## src/rtl/dtoi_pkg.sv

```systemverilog
`timescale 1ns / 1ps
`default_nettype none
// ----------------------------------------------------------------------------
// dtoi_pkg
// Shared types and constants for the double to integer convert unit.
// ----------------------------------------------------------------------------
package dtoi_pkg;

	typedef enum logic [2:0] {
		KIND_SAT_I32  = 3'd0,
		KIND_WRAP_I32 = 3'd1,
		KIND_WRAP_U32 = 3'd2,
		KIND_WRAP_I16 = 3'd3,
		KIND_WRAP_U16 = 3'd4
	} kind_t;

	localparam int ExpBias = 1023;
	localparam int FracW   = 52;

	typedef struct packed {
		logic [2:0]  kind;
		logic [63:0] value_bits;
	} in_item_t;

endpackage
`default_nettype wire

```

## src/rtl/double_to_integer_convert_unit.sv

```systemverilog
`timescale 1ns / 1ps
`default_nettype none
// Each beat passes the input register and then the result register.
// Throughput: one beat per cycle unless m_axis_tready stalls; short logic feeds res_s2.
// The input stage takes a new beat whenever the result stage is empty or drains this cycle.
// Reset: arst_n clears both valid flags asynchronously; data registers are not reset.
// ----------------------------------------------------------------------------
// double_to_integer_convert_unit
// Stream wrapper around the binary64 to 32-bit integer conversion logic.
// ----------------------------------------------------------------------------
module double_to_integer_convert_unit (
	input  wire         clk,
	input  wire         arst_n,
	input  wire         s_axis_tvalid,
	output logic        s_axis_tready,
	input  wire  [63:0] s_axis_tdata,  // [63:0] value_bits
	input  wire  [2:0]  s_axis_tuser,  // [2:0] kind
	output logic        m_axis_tvalid,
	input  wire         m_axis_tready,
	output logic [31:0] m_axis_tdata   // [31:0] result_bits
);
	import dtoi_pkg::*;

	in_item_t    item_s1;
	logic        vld_s1;
	logic        vld_s2;
	logic [31:0] res_s2;
	logic [31:0] res_c;
	logic        adv_s2;

	dtoi_core u_core (.item(item_s1), .result_bits(res_c));

	assign adv_s2        = !vld_s2 || m_axis_tready;
	assign s_axis_tready = !vld_s1 || adv_s2;
	assign m_axis_tvalid = vld_s2;
	assign m_axis_tdata  = res_s2;

	always_ff @(posedge clk or negedge arst_n) begin
		if (!arst_n) begin
			vld_s1 <= 1'b0;
			vld_s2 <= 1'b0;
		end else begin
			if (s_axis_tready) vld_s1 <= s_axis_tvalid;
			if (adv_s2) vld_s2 <= vld_s1;
		end
	end

	always_ff @(posedge clk) begin
		if (s_axis_tready && s_axis_tvalid) begin
			item_s1.value_bits <= s_axis_tdata;
			item_s1.kind       <= s_axis_tuser;
		end
		if (adv_s2 && vld_s1) res_s2 <= res_c;
	end

	a_hold: assert property (@(posedge clk) disable iff (!arst_n)
		vld_s2 && !m_axis_tready |=> vld_s2 && $stable(res_s2))
		else $error("result lost under stall");
	a_ready: assert property (@(posedge clk) disable iff (!arst_n)
		!vld_s1 |-> s_axis_tready)
		else $error("empty input stage refused a beat");
	a_move: assert property (@(posedge clk) disable iff (!arst_n)
		vld_s1 && adv_s2 |=> vld_s2)
		else $error("item dropped between stages");

endmodule
`default_nettype wire

```

## src/rtl/dtoi_core.sv

```systemverilog
`timescale 1ns / 1ps
`default_nettype none
// ----------------------------------------------------------------------------
// dtoi_core
// Combinational conversion of one binary64 pattern to a 32-bit integer.
// ----------------------------------------------------------------------------
module dtoi_core (
	input  wire dtoi_pkg::in_item_t item,
	output logic [31:0]             result_bits
);
	import dtoi_pkg::*;

	logic        neg;
	logic [10:0] expo;
	logic [51:0] frac;
	logic [52:0] sig;
	logic [11:0] ex;
	logic [31:0] low;
	logic [31:0] wrapped;
	logic [31:0] sat;
	logic        is_max;
	logic        tiny;

	always_comb begin
		neg  = item.value_bits[63];
		expo = item.value_bits[62:52];
		frac = item.value_bits[51:0];
		sig  = {1'b1, frac};
		ex   = {1'b0, expo} - 12'(ExpBias);
		tiny = (expo == 11'h7FF) || (expo < 11'(ExpBias));
		low  = '0;
		// Only exponents below 84 can leave bits in the low word.
		if (!tiny) begin
			if (ex <= 12'(FracW)) begin
				low = 32'(sig >> (6'(FracW) - ex[5:0]));
			end else if (ex < 12'(FracW + 32)) begin
				low = 32'({sig, 31'b0} >> (7'd83 - ex[6:0]));
			end
		end
		wrapped = neg ? (32'd0 - low) : low;

		is_max = (expo == 11'h7FF) ? (frac == '0) : (!tiny && ex >= 12'd31);
		if (is_max) begin
			sat = neg ? 32'h8000_0000 : 32'h7FFF_FFFF;
		end else if (tiny) begin
			sat = '0;
		end else begin
			sat = wrapped;
		end

		case (item.kind)
			KIND_SAT_I32:                   result_bits = sat;
			KIND_WRAP_I32, KIND_WRAP_U32:   result_bits = wrapped;
			KIND_WRAP_I16: result_bits = {{16{wrapped[15]}}, wrapped[15:0]};
			KIND_WRAP_U16: result_bits = {16'b0, wrapped[15:0]};
			default:                        result_bits = '0;
		endcase
	end

endmodule
`default_nettype wire

```

## config.mk

```make
export PLATFORM = sky130hd
export DESIGN_NAME = double_to_integer_convert_unit
export DESIGN_NICKNAME = d
export VERILOG_FILES = /design/src/rtl/dtoi_pkg.sv /design/src/rtl/double_to_integer_convert_unit.sv /design/src/rtl/dtoi_core.sv
export SDC_FILE = /design/constraint.sdc
export NUM_CORES = 1
export LEC_CHECK = 0
export ABC_AREA = 1
export BUFFER_PORTS_ARGS = -buffer_cell sky130_fd_sc_hd__buf_2
export CAP_MARGIN = 20
export CORE_MARGIN = 3
export CORE_UTILIZATION = 40
export CTS_BUF_LIST = sky130_fd_sc_hd__clkbuf_2 sky130_fd_sc_hd__clkbuf_4 sky130_fd_sc_hd__clkbuf_8
export DETAILED_ROUTE_END_ITERATION = 16
export SYNTH_ARGS = -nofsm -noshare
export SYNTH_HDL_FRONTEND = slang
export SYNTH_SLANG_ARGS = --single-unit
```

## constraint.sdc

```tcl
create_clock -name clk -period 7.85 [get_ports clk]
set_input_delay 0.785 -clock clk [delete_from_list [all_inputs] [get_ports clk]]
set_output_delay 0.785 -clock clk [all_outputs]
set_load 0.005 [all_outputs]
```

==> summary.txt <==
Detailed routing
  • Routed Antenna Nets: 0
  • DRT iter0 DRCs: 2001
  • Post-Route WL: about 51 mm
  • Total iterations of the first detailed-routing run: 8
  • Via Count: 14900
  • Routed len/inst: between 15 and 20 um
  • Via density: 5.78
  • Remaining DRCs: 0

STA
  • Setup TNS: 0 ns
  • Max Clock Freq: 169 MHz
  • Shortest period the worst path allows: ~5.9 ns
  • Least-Margin Pin Slew: 1.04 ns
  • Fin Clk Skew: ~0.013 ns
  • Period utilization: 75.4%
  • Relative slew margins: 30.4%
  • WHS: 0.132 ns
  • Fin. max-slew vios: 0
  • RSZ-0062 raised after global routing: no
  • Final setup viols: 0
  • Hold Vio Cnt, Final: 0

Critical path
  • Critical-path top delay cell: inv_2
  • Startpoint Class: flop
  • Worst reg2reg path startpoint: item_s1[52]$_DFFE_PP_
  • CP required: about 8.0 ns
  • Reg-to-reg endpoint: m_axis_tdata[25]$_DFFE_PP_
  • Signal arrival time at the worst endpoint: 6.08 ns
  • Crit path capture type: flop
  • Most frequent CP cell: nand2_1
  • CP max FO: 70
  • Cell count of the worst reg-to-reg path: 26
  • CP peak stage delay: 0.69 ns
  • Worst reg-to-reg setup slack: 1.93 ns
  • Crit-path leading delay family: buffers and inverters
  • Buf/Inv on CP: 5
  • Critical path class: reg2reg

CTS
  • Worst-path clk slew: approximately 0.10 ns
  • Root Buffer: clkbuf_8
  • H-tree depth: 3
  • Worst skew pair latency: 0.43 ns
  • Post-CTS Setup Inserts: 0
  • CTS Sinks: 101
  • CTS tree: yes
  • Cts hold-fix bufs: 0
  • CTS Buf Count: 9
  • Clock Path Buffers: 2
  • Post-CTS sizing: 0

Synthesis
  • Largest cells by area after synthesis: nand2_1, edfxtp_1, nand3_1, nor2_1, inv_1
  • #FFs+latches synth: 101
  • Simple-Gate Fraction of Synth Area: between 50% and 60%
  • Most frequent cells after synthesis: nand2_1, nand3_1, nor2_1
  • Area of the mapped netlist: 0.0128 mm2
  • Async SR Flop Fraction: 1.98%
  • Cell variety after synth: 49
  • Syn nets: 2249
  • Sequential fraction of the synthesis area: 23.7%
  • Top cell type's share of synthesized area: about a quarter
  • Cell taking the most area after synthesis: nand2_1
  • Mean Syn Cell Area: 5.87 um2
  • Synth warn: 0
  • Number of flops mapped to enable cells by yosys: between 90 and 100
  • Compound-gate portion of the synthesized area: 6.96%
  • Most used DFF post-synth: edfxtp_1
  • Adder-cell share of the synthesized area: 0.491%
  • Xor and xnor area share after synthesis: 0.687%
  • Post-synthesis mux area share: 0%
  • Most frequent cell after synthesis: nand2_1
  • Largest family of logic cells by synthesized area: simple AND/OR/NAND/NOR gates
  • Post-Syn Instances: 2173

Cells and area
  • Fin nets: 2252
  • # diodes: 0
  • Filler cells: 3371
  • Final Cell Area: 0.0134 mm2
  • Share of cells above drive strength 1: 11.2%
  • Area growth syn-to-layout: 4.76%

Power and ir drop
  • Combinational cell fraction of total power: 55.8%
  • Psw: 1180 uW
  • Sw Share: 48.8%
  • Clock power share: between 10% and 20%
  • Total power: 2420 uW
  • Pwr/cell area: 181 mW/mm2
  • Leakage power: 0.00673 uW
  • Internal power: 1240 uW
  • Maximum vdd drop: 0.128 mV
  • Flop pwr share: 27.9%

Die
  • Core Rows: 64
  • DIE HEIGHT: ~180 um
  • Die W: 185 um
  • Die area: 0.0341 mm2
  • Io pins: 105
  • CORE AREA: 0.0310 mm2
  • Starting Density: 41.1%

Global routing
  • Largest net degree at the start of global routing: between 70 and 80
  • Vias in the first global route: 13800
  • First-pass GRT wire length: 78.5 mm
  • All-Layer GR Usage: 30.0%
  • Antenna violations before repair: 1
  • Remaining Overflow, GRT: 0

Worst hold path
  • Hold crit path type: in2async

Placement
  • Placer Congestion: 0.979
  • DP Area: 0.0131 mm2
  • DP HPWL: between 40 and 50 mm
  • Input/output buffers: 104

Flow run
  • Max-cap violations: 0

Outcome
  • Status: finished, final reports clean
==> area by class of cell <==
class                   count  area, um2  area share (%)
clock buffers              10        131           0.983
well taps                 396        495            3.71
inverters                 139        532            3.98
multi-input cells        1806       8440            63.2
flip-flops and latches    101       3020            22.6
repair buffers            119        633            4.74
clock inverters             5        100           0.749
==> routing by layer <==
layer	vias to the layer above	wire (um)	track usage [%]
met2	715	22400	46.9
met3	98	4340	6.02
met1	6854	22400	41.1
li1	7230	-	-
met4	2	1830	10.7
met5	-	13	0
==> power groups by stage <==
stage | combinational (uW) | sequential (uW) | clock [uW]
6_report | 1350 | 676 | 393
5_1_grt | 1490 | 681 | 427
4_1_cts | 1320 | 676 | 409
3_5_place_dp | 1310 | 688 | 0
3_3_place_gp | 1320 | 687 | 0
2_1_floorplan | 970 | 686 | 0
==> how the worst max path moves through the flow <==
stage | startpoint | end | slack [ns] | cells after the start
final | item_s1[52]$_DFFE_PP_ | m_axis_tdata[25]$_DFFE_PP_ | 1.93 | 26
after detailed placement | item_s1[52]$_DFFE_PP_ | m_axis_tdata[25]$_DFFE_PP_ | 2.01 | 26
after global routing | item_s1[52]$_DFFE_PP_ | m_axis_tdata[26]$_DFFE_PP_ | 1.47 | 27
after CTS | item_s1[52]$_DFFE_PP_ | m_axis_tdata[25]$_DFFE_PP_ | 2.00 | 26
after global placement | item_s1[52]$_DFFE_PP_ | m_axis_tdata[19]$_DFFE_PP_ | 2.07 | 26
after floorplan | item_s1[53]$_DFFE_PP_ | m_axis_tdata[29]$_DFFE_PP_ | 3.70 | 26
==> cell families after synthesis <==
family                     Yosys count
AOI/OAI and AO/OA                  160
xor gates and xnor gates            10
adders and majority gates            5
buffers and inverters              266
DFF                                101
and+or+nand+nor                   1631
==> state kept, by name, indices dropped and copies added (netlist names) <==
register       flops
item_s1           67
m_axis_tdata      32
m_axis_tvalid      1
vld_s1             1
==> through the flow <==
| stage | util, % | cells | worst slack, ns |
|---|---|---|---|
| floorplan | - | 2173 | 3.70 |
| global placement | 42.4 | 2561 | 2.07 |
| detailed placement | 42.4 | 2561 | 2.01 |
| CTS | 43.1 | 2576 | 2.00 |
| global route | 43.1 | 2576 | 1.47 |
| finish | 43.1 | 2576 | 1.93 |
==> cells in the final DEF (no fill, tap or decap), types with 3 or more instances in the layout <==
master and instances:
inv_2 19, clkbuf_8 9, a31oi_1 3, o31ai_1 3, nand3_1 561, nand3b_1 3
nor2_4 11, nor2_1 116, nand2_4 12, bufinv_16 3, inv_1 110, nor3_1 10
o21ai_0 71, edfxtp_1 99, nor4_1 5, clkinv_1 7, o21a_1 6, a21oi_1 37
buf_2 104, o21ai_2 3, nand3_4 4, nand2_1 814, nand3_2 5, o21ai_1 21
and2_1 12, ha_1 4, xor2_1 6, o211ai_1 10, nand4_1 23, buf_4 15
nand2_2 32, or2_2 4, xnor2_1 4, nor2_2 9
Power figures use the tool's default switching activity.
